File: config.mk
export PLATFORM = sky130hd
export DESIGN_NAME = load_cell_adc_serial_reader_top
export DESIGN_NICKNAME = d
export VERILOG_FILES = /design/src/design/lcasr_pkg.sv /design/src/design/load_cell_adc_serial_reader_top.sv /design/src/design/lcasr_div.sv
export SDC_FILE = /design/constraint.sdc
export NUM_CORES = 1
export LEC_CHECK = 0
export BUFFER_PORTS_ARGS = -buffer_cell sky130_fd_sc_hd__clkbuf_2
export CORE_AREA = 10 10 164 166
export CTS_CLUSTER_SIZE = 8
export DETAILED_ROUTE_END_ITERATION = 8
export DIE_AREA = 0 0 174 176
export GPL_ROUTABILITY_DRIVEN = 0
export GPL_TIMING_DRIVEN = 0
export PLACE_DENSITY = 0.56
export SYNTH_ARGS = -nofsm -noshare
export SYNTH_HDL_FRONTEND = slang
export SYNTH_SLANG_ARGS = --single-unit
export TNS_END_PERCENT = 10
File: constraint.sdc
create_clock -name clk -period 4.2 [get_ports clk]
set_input_delay 0.84 -clock clk [delete_from_list [all_inputs] [get_ports clk]]
set_output_delay 0.84 -clock clk [all_outputs]
set_load 0.02 [all_outputs]
File: src/design/lcasr_pkg.sv
// Shared types and constants for the load-cell converter reader.
// No dependencies.
package lcasr_pkg;

  localparam int SCALE_W    = 16;
  localparam int LIMIT_W    = 24;
  localparam int HALF_W     = 8;
  localparam int OUT_W      = 24;
  localparam int CFG_DATA_W = 24;
  localparam int CFG_IDX_W  = 2;

  localparam logic [OUT_W-1:0] OUT_MAX = {OUT_W{1'b1}};

  localparam logic [CFG_IDX_W-1:0] REG_SCALE_DIVISOR    = 2'd0;
  localparam logic [CFG_IDX_W-1:0] REG_OVERWEIGHT_LIMIT = 2'd1;
  localparam logic [CFG_IDX_W-1:0] REG_HALF_PERIOD      = 2'd2;

  localparam logic [SCALE_W-1:0] SCALE_RESET = 16'd430;
  localparam logic [LIMIT_W-1:0] LIMIT_RESET = 24'd20000;
  localparam logic [HALF_W-1:0]  HALF_RESET  = 8'd1;

  typedef enum logic [2:0] {
    PH_WAIT = 3'b001,
    PH_HIGH = 3'b010,
    PH_LOW  = 3'b100
  } phase_t;

  typedef struct packed {
    logic busy;
    logic done;
  } div_stat_t;

endpackage

File: src/design/load_cell_adc_serial_reader_top.sv
// A non-finishing tick is registered in the output register in the cycle after it is accepted.
// The tick that completes a reading waits for the bit-serial divider, which produces one
// quotient bit per cycle; all other ticks sustain one per cycle unless the result is stalled.
// One output register: a tick is accepted while a finished result is being transferred.
// Reset (synchronous, active low): waiting for ready, readings zero, registers to defaults.
module load_cell_adc_serial_reader_top #(
  parameter int DATA_BITS    = 24,
  parameter int EXTRA_PULSES = 1
) (
  input  logic                              clk,
  input  logic                              rst_n,
  input  logic                              cfg_wr_en,
  input  logic [lcasr_pkg::CFG_IDX_W-1:0]   cfg_index,
  input  logic [lcasr_pkg::CFG_DATA_W-1:0]  cfg_wdata,
  input  logic                              in_valid,
  output logic                              in_ready,
  input  logic                              in_data_level,
  output logic                              out_valid,
  input  logic                              out_ready,
  output logic                              out_clock_level,
  output logic                              out_sample_valid,
  output logic [lcasr_pkg::OUT_W-1:0]       out_raw_reading,
  output logic [lcasr_pkg::OUT_W-1:0]       out_scaled_weight,
  output logic                              out_overweight
);

  localparam int TOTAL = DATA_BITS + EXTRA_PULSES;
  localparam int CW    = $clog2(TOTAL + 1);
  localparam int QW    = (DATA_BITS > lcasr_pkg::OUT_W) ? DATA_BITS : lcasr_pkg::OUT_W;
  localparam logic [DATA_BITS-1:0] TOP_BIT = DATA_BITS'(1) << (DATA_BITS - 1);

  localparam int HW = lcasr_pkg::HALF_W;

  // configuration
  logic [lcasr_pkg::SCALE_W-1:0] scale_r;
  logic [lcasr_pkg::LIMIT_W-1:0] limit_r;
  logic [HW-1:0]                 half_r;

  // sequencer state
  lcasr_pkg::phase_t    phase_r, phase_nxt;
  logic [CW-1:0]        bit_cnt_r, bit_cnt_nxt;
  logic [DATA_BITS-1:0] shift_r, shift_nxt;
  logic [HW-1:0]        timer_r, timer_nxt;

  // readings and output register
  logic [lcasr_pkg::OUT_W-1:0] last_raw_r;
  logic [lcasr_pkg::OUT_W-1:0] last_scaled_r;
  logic                        ovw_r;
  logic                        word_zero_r;
  logic                        out_valid_r;
  logic                        out_clock_level_r;
  logic                        out_sample_valid_r;

  logic                 in_acc;
  logic                 clk_lvl;
  logic                 finish;
  logic [HW-1:0]        hp;
  logic [HW:0]          t_inc;
  logic                 tick_done;
  logic [DATA_BITS-1:0] word;
  logic [QW-1:0]        word_ext;

  logic [DATA_BITS-1:0]          div_q;
  logic [QW-1:0]                 q_ext;
  logic [lcasr_pkg::SCALE_W-1:0] div_in;
  lcasr_pkg::div_stat_t          div_stat;

  assign in_ready = !div_stat.busy && !div_stat.done && (!out_valid_r || out_ready);
  assign in_acc   = in_valid && in_ready;

  assign hp        = (half_r == '0) ? HW'(1) : half_r;
  assign t_inc     = {1'b0, timer_r} + (HW+1)'(1);
  assign tick_done = t_inc >= {1'b0, hp};

  always_comb begin
    phase_nxt   = phase_r;
    bit_cnt_nxt = bit_cnt_r;
    shift_nxt   = shift_r;
    timer_nxt   = timer_r;
    clk_lvl     = 1'b0;
    finish      = 1'b0;
    case (phase_r)
      lcasr_pkg::PH_HIGH: begin
        clk_lvl = 1'b1;
        if (tick_done) begin
          timer_nxt = '0;
          phase_nxt = lcasr_pkg::PH_LOW;
        end else begin
          timer_nxt = t_inc[HW-1:0];
        end
      end
      lcasr_pkg::PH_LOW: begin
        if (tick_done) begin
          timer_nxt = '0;
          // sample on the last tick of the low phase; extra pulses are not sampled
          if (bit_cnt_r < CW'(DATA_BITS)) begin
            shift_nxt = {shift_r[DATA_BITS-2:0], in_data_level};
          end
          bit_cnt_nxt = bit_cnt_r + CW'(1);
          if (bit_cnt_nxt >= CW'(TOTAL)) begin
            finish      = 1'b1;
            bit_cnt_nxt = '0;
            phase_nxt   = lcasr_pkg::PH_WAIT;
          end else begin
            phase_nxt = lcasr_pkg::PH_HIGH;
          end
        end else begin
          timer_nxt = t_inc[HW-1:0];
        end
      end
      lcasr_pkg::PH_WAIT: begin
        timer_nxt = '0;
        if (!in_data_level) begin
          phase_nxt   = lcasr_pkg::PH_HIGH;
          bit_cnt_nxt = '0;
          shift_nxt   = '0;
        end
      end
      default: begin
        phase_nxt = lcasr_pkg::PH_WAIT;
        timer_nxt = '0;
      end
    endcase
  end

  assign word     = shift_nxt ^ TOP_BIT;
  assign word_ext = QW'(word);
  assign div_in   = (scale_r == '0) ? lcasr_pkg::SCALE_W'(1) : scale_r;
  assign q_ext    = QW'(div_q);

  lcasr_div #(
    .DATA_BITS (DATA_BITS)
  ) u_div (
    .clk      (clk),
    .rst_n    (rst_n),
    .start    (in_acc && finish),
    .dividend (word),
    .divisor  (div_in),
    .quotient (div_q),
    .stat     (div_stat)
  );

  always_ff @(posedge clk) begin
    if (!rst_n) begin
      scale_r <= lcasr_pkg::SCALE_RESET;
      limit_r <= lcasr_pkg::LIMIT_RESET;
      half_r  <= lcasr_pkg::HALF_RESET;
    end else if (cfg_wr_en) begin
      case (cfg_index)
        lcasr_pkg::REG_SCALE_DIVISOR:    scale_r <= cfg_wdata[lcasr_pkg::SCALE_W-1:0];
        lcasr_pkg::REG_OVERWEIGHT_LIMIT: limit_r <= cfg_wdata[lcasr_pkg::LIMIT_W-1:0];
        lcasr_pkg::REG_HALF_PERIOD:      half_r  <= cfg_wdata[HW-1:0];
        default: ;
      endcase
    end
  end

  always_ff @(posedge clk) begin
    if (!rst_n) begin
      phase_r       <= lcasr_pkg::PH_WAIT;
      bit_cnt_r     <= '0;
      shift_r       <= '0;
      timer_r       <= '0;
      last_raw_r    <= '0;
      last_scaled_r <= '0;
      ovw_r         <= 1'b0;
      word_zero_r   <= 1'b0;
      out_valid_r   <= 1'b0;
    end else begin
      // a finishing tick stays silent until the divider is done
      if (div_stat.done || (in_acc && !finish)) begin
        out_valid_r <= 1'b1;
      end else if (out_ready) begin
        out_valid_r <= 1'b0;
      end
      if (in_acc) begin
        phase_r   <= phase_nxt;
        bit_cnt_r <= bit_cnt_nxt;
        shift_r   <= shift_nxt;
        timer_r   <= timer_nxt;
        if (finish) begin
          // hold the result until the divider finishes
          last_raw_r  <= word_ext[lcasr_pkg::OUT_W-1:0];
          word_zero_r <= (word == '0);
        end
      end
      if (div_stat.done) begin
        last_scaled_r <= (q_ext > QW'(lcasr_pkg::OUT_MAX)) ? lcasr_pkg::OUT_MAX
                                                           : q_ext[lcasr_pkg::OUT_W-1:0];
        if (!word_zero_r) begin
          ovw_r <= q_ext > QW'(limit_r);
        end
      end
    end
  end

  always_ff @(posedge clk) begin
    if (in_acc && !finish) begin
      out_clock_level_r  <= clk_lvl;
      out_sample_valid_r <= 1'b0;
    end else if (div_stat.done) begin
      out_clock_level_r  <= 1'b0;
      out_sample_valid_r <= 1'b1;
    end
  end

  assign out_valid         = out_valid_r;
  assign out_clock_level   = out_clock_level_r;
  assign out_sample_valid  = out_sample_valid_r;
  assign out_raw_reading   = last_raw_r;
  assign out_scaled_weight = last_scaled_r;
  assign out_overweight    = ovw_r;

endmodule

File: src/design/lcasr_div.sv
// Bit-serial restoring divider: one quotient bit per cycle, MSB first.
// Depends on lcasr_pkg for the status struct and divisor width.
module lcasr_div #(
  parameter int DATA_BITS = 24
) (
  input  logic                        clk,
  input  logic                        rst_n,
  input  logic                        start,
  input  logic [DATA_BITS-1:0]        dividend,
  input  logic [lcasr_pkg::SCALE_W-1:0] divisor,
  output logic [DATA_BITS-1:0]        quotient,
  output lcasr_pkg::div_stat_t        stat
);

  localparam int CNT_W = $clog2(DATA_BITS + 1);

  logic                          busy_r;
  logic                          done_r;
  logic [CNT_W-1:0]              cnt_r;
  logic [lcasr_pkg::SCALE_W-1:0] rem_r;
  logic [lcasr_pkg::SCALE_W-1:0] div_r;
  logic [DATA_BITS-1:0]          dq_r;

  logic [lcasr_pkg::SCALE_W:0]   trial;
  logic [lcasr_pkg::SCALE_W:0]   diff;
  logic                          fits;
  logic [lcasr_pkg::SCALE_W-1:0] rem_nxt;

  // Bring down the next dividend bit and try a subtract.
  assign trial   = {rem_r, dq_r[DATA_BITS-1]};
  assign fits    = trial >= {1'b0, div_r};
  assign diff    = trial - {1'b0, div_r};
  assign rem_nxt = fits ? diff[lcasr_pkg::SCALE_W-1:0] : trial[lcasr_pkg::SCALE_W-1:0];

  always_ff @(posedge clk) begin
    if (!rst_n) begin
      busy_r <= 1'b0;
      done_r <= 1'b0;
      cnt_r  <= '0;
    end else begin
      done_r <= 1'b0;
      if (start) begin
        busy_r <= 1'b1;
        cnt_r  <= CNT_W'(DATA_BITS);
      end else if (busy_r) begin
        cnt_r <= cnt_r - CNT_W'(1);
        if (cnt_r == CNT_W'(1)) begin
          busy_r <= 1'b0;
          done_r <= 1'b1;
        end
      end
    end
  end

  // Dividend shifts out the top while quotient bits shift in at the bottom.
  always_ff @(posedge clk) begin
    if (start) begin
      rem_r <= '0;
      div_r <= divisor;
      dq_r  <= dividend;
    end else if (busy_r) begin
      rem_r <= rem_nxt;
      dq_r  <= {dq_r[DATA_BITS-2:0], fits};
    end
  end

  assign quotient  = dq_r;
  assign stat.busy = busy_r;
  assign stat.done = done_r;

endmodule

==> impl_metrics.csv <==
group,metric,value,unit
critical_path,reg2reg_depth,11,
cells_and_area,final_nets,1332,
power,p_int,3370,uW
global_route,groute.usage.overall,0.1762,
critical_path,end_kind,"register",
placement,io_buffers,83,
logic_synthesis,synth.area.top_cells,"dfxtp_1, edfxtp_1, ha_1",
power,p_sw_frac,0.2273,
logic_synthesis,synthMostInstantiatedCell,"nand2_1",
critical_path,crit_end,"u_div.quotient[11]",
die,dieArea,30620,um2
timing,tns,0,ns
logic_synthesis,synth_edf_count,41,
critical_path,worstSetupStartpoint,"timer_r[0]",
critical_path,startpoint_type,"register",
detailed_routing,routed_via_density,5.179,
global_route,grt_pass1_vias,8085,
timing,slew_viol_final,0,
cells_and_area,multi_input_area,4977,um2
critical_path,cp_slowest_stage_delay,0.67,ns
power,pwr-share-comb,0.043,
power,p_leak,0.004620,uW
logic_synthesis,seq_area_frac_synth,0.4472,
critical_path,worstPathMaxFanout,24,
power,p_clk_frac,0.492,
min_path,hold_depth,2,
logic_synthesis,synthesis.nets,1218,
clocking,cts_resized,0,
logic_synthesis,ys_types,80,
detailed_routing,ant_nets,0,
clocking,cts_tree,"yes",
power,power_density,372.8,nW/um2
timing,rsz0062_at_grt,"false",
critical_path,r2r_start,"timer_r[0]",
clocking,path_clk_slew,0.05,ns
placement,dp_hpwl,21.10,mm
clocking,clock_latency,0.55,ns
clocking,cts_hold_buf,0,
cells_and_area,seq_area,4494,um2
power,power.total,4361,uW
timing,fin_crit_sh,0.9351,
logic_synthesis,ys_seq_elements,204,
logic_synthesis,yosys-top-cells-count,"nand2_1, dfxtp_1, a21oi_1",
run,cap_violations,0,
die,core,23820,um2
logic_synthesis,synth.top_cell.area_share,0.3247,
critical_path,arrival,4.04,ns
clocking,numCtsBuffers,29,
detailed_routing,wl_per_cell,17.46,um
timing,fmax,254.6,MHz
power,vdd_drop_max,0.2731,mV
logic_synthesis,yosys.area.top_type,"dfxtp_1",
cells_and_area,syn_to_final_growth,16.38,%
logic_synthesis,async_reset_ff_frac,0,
cells_and_area,nFillCells,2395,
die,start_util,0.4219,
global_route,overflow,0,
detailed_routing,drt-pass1-iter-count,5,
detailed_routing,routed_wl,27.75,mm
timing,fin_skew,0.01645,ns
timing,setup_viol,0,
power,seqPwrFrac,0.465,
timing,min_period,3.927,ns
global_route,grt_pass1_wl,44.13,mm
detailed_routing,first_iter_violations,609,
timing,worst_slew_pin_slew,1.114,ns
cells_and_area,drive_above_1_share,0.1193,
cells_and_area,n_antenna_cell,0,
die,dieWidth,174,um
critical_path,path_cells,"ha_1, and4_1, nand2_1, xnor2_1, ha_1, nand2_1, nor2_1, a31oi_2, a21oi_2, a31oi_1, inv_1",
power,p_switching,991.3,uW
clocking,htreeDepth,1,
min_path,min_path_type,"register to register",
die,die_h,176,um
clocking,cts_root_buf,"clkbuf_16",
clocking,cts.sinks,204,
timing,hold_viol,0,
die,io_pins,85,
logic_synthesis,syn_area,10050,um2
logic_synthesis,yosys_warnings,0,
critical_path,cp.required,4.31,ns
logic_synthesis,netlist_instances,1132,
logic_synthesis,synth_ff_type,"dfxtp_1",
outcome,run_status,"finished clean",
die,rows,57,
critical_path,rr_endpoint,"u_div.quotient[11]",
global_route,grt_max_degree,26,
detailed_routing,num_vias,8235,
timing,slew_headroom,0.2481,
clocking,cts_setup_buffers,0,
detailed_routing,drc,0,
critical_path,crit_type,"register to register",
clocking,clk_path_buf_depth,3,
global_route,antenna_found_initial,0,
logic_synthesis,syn_avg_cell_area,8.878,um2
critical_path,crit_slowest_cell,"inv_1",
critical_path,r2r_slack,0.27,ns
-- metal layers --
layer / GRT usage / vias up / share of wire
li1: - / 4188 / -
met1: 0.2217 / 3861 / 0.46
met2: 0.3129 / 146 / 0.49
met3: 0.02456 / 40 / 0.034
met4: 0.04168 / 0 / 0.018
met5: 0 / - / 0
-- flip-flops by register name, indices dropped and copies added, names as in the netlist, 5 cells and up --
register / count
half_r: 8
u_div.quotient: 24
shift_r: 24
out_scaled_weight: 24
timer_r: 8
u_div.div_r: 16
u_div.rem_r: 16
bit_cnt_r: 5
scale_r: 16
u_div.cnt_r: 5
limit_r: 24
out_raw_reading: 24
-- cells by family (layout without fill, tap and decap cells) --
logic type,after synthesis,in the layout,synth area share
compound gates,286,286,0.1817
xor+xnor,24,24,0.02092
fa+ha+maj,54,54,0.06798
buf+inv,139,273,0.05752
flops,204,204,0.4472
mux,46,46,0.04582
simple gates,379,379,0.1789
-- worst max-delay path: cells and delay by family, from the launching register on --
kind / cells / cell delay, ns
compound gates: 3 / 1.19
xor+xnor: 1 / 0.15
fa+ha+maj: 2 / 0.57
buf+inv: 1 / 0.67
flops: 1 / 0.40
simple gates: 4 / 0.49
-- worst min path at each step --
stage | start | end | slack [ns]
2_1_floorplan | limit_r[12] | limit_r[12] | 0.44
3_3_place_gp | limit_r[15] | limit_r[15] | 0.45
3_5_place_dp | limit_r[16] | limit_r[16] | 0.46
4_1_cts | limit_r[16] | limit_r[16] | 0.47
5_1_grt | limit_r[13] | limit_r[13] | 0.49
6_report | limit_r[16] | limit_r[16] | 0.47
-- layout by cell type, fill, tap and decap left out, types with 4 or more instances in the layout --
cell type,instances
o21a_1,9
dfxtp_1,163
a21o_1,7
a22oi_1,4
and3_1,5
ha_1,53
and2_1,6
nand4_1,10
xor2_1,11
o22ai_1,31
clkbuf_16,29
nand2b_1,4
nand2_1,168
a21oi_1,94
o211ai_1,11
buf_1,5
nor4_1,11
nor2b_1,49
a41o_1,4
clkbuf_2,84
a31oi_1,5
a32oi_1,4
nor3_1,9
edfxtp_1,41
o21ai_1,4
o21ai_0,48
nand3_1,18
nor2_1,71
inv_1,62
a21boi_0,33
nand3b_1,6
mux2i_1,46
buf_2,15
clkbuf_1,71
xnor2_1,13
-- layout make-up --
class	count	share of cell area
clock buffers	50	0.06878
plain buffers	76	0.02931
repair buffers	83	0.03552
flip-flops and latches	204	0.3843
inverters	63	0.02022
well taps	324	0.03466
multi-input cells	789	0.4255
clock inverters	1	0.001712
-- power groups by stage --
stage	Clock [uW]	Combinational (uW)	Sequential [uW]
detailed placement	0	187	2070
finish	2150	186	2030
CTS	2190	188	2030
global placement	0	186	2070
global route	2270	208	2030
floorplan	0	119	2060
-- stage by stage --
step	instances	setup WS [ns]	area, um2	hold WS, ns	utilization
CTS	1590	0.2914	11700	0.4685	0.4910
global route	1590	0.03206	11700	0.4935	0.4910
detailed placement	1539	0.3187	10870	0.4607	0.4564
floorplan	1132	1.052	10050	0.4435	-
global placement	1539	0.1709	10870	0.4529	0.4564
finish	1590	0.2727	11700	0.4678	0.4910
No activity file was read; power rests on OpenSTA's default activity.
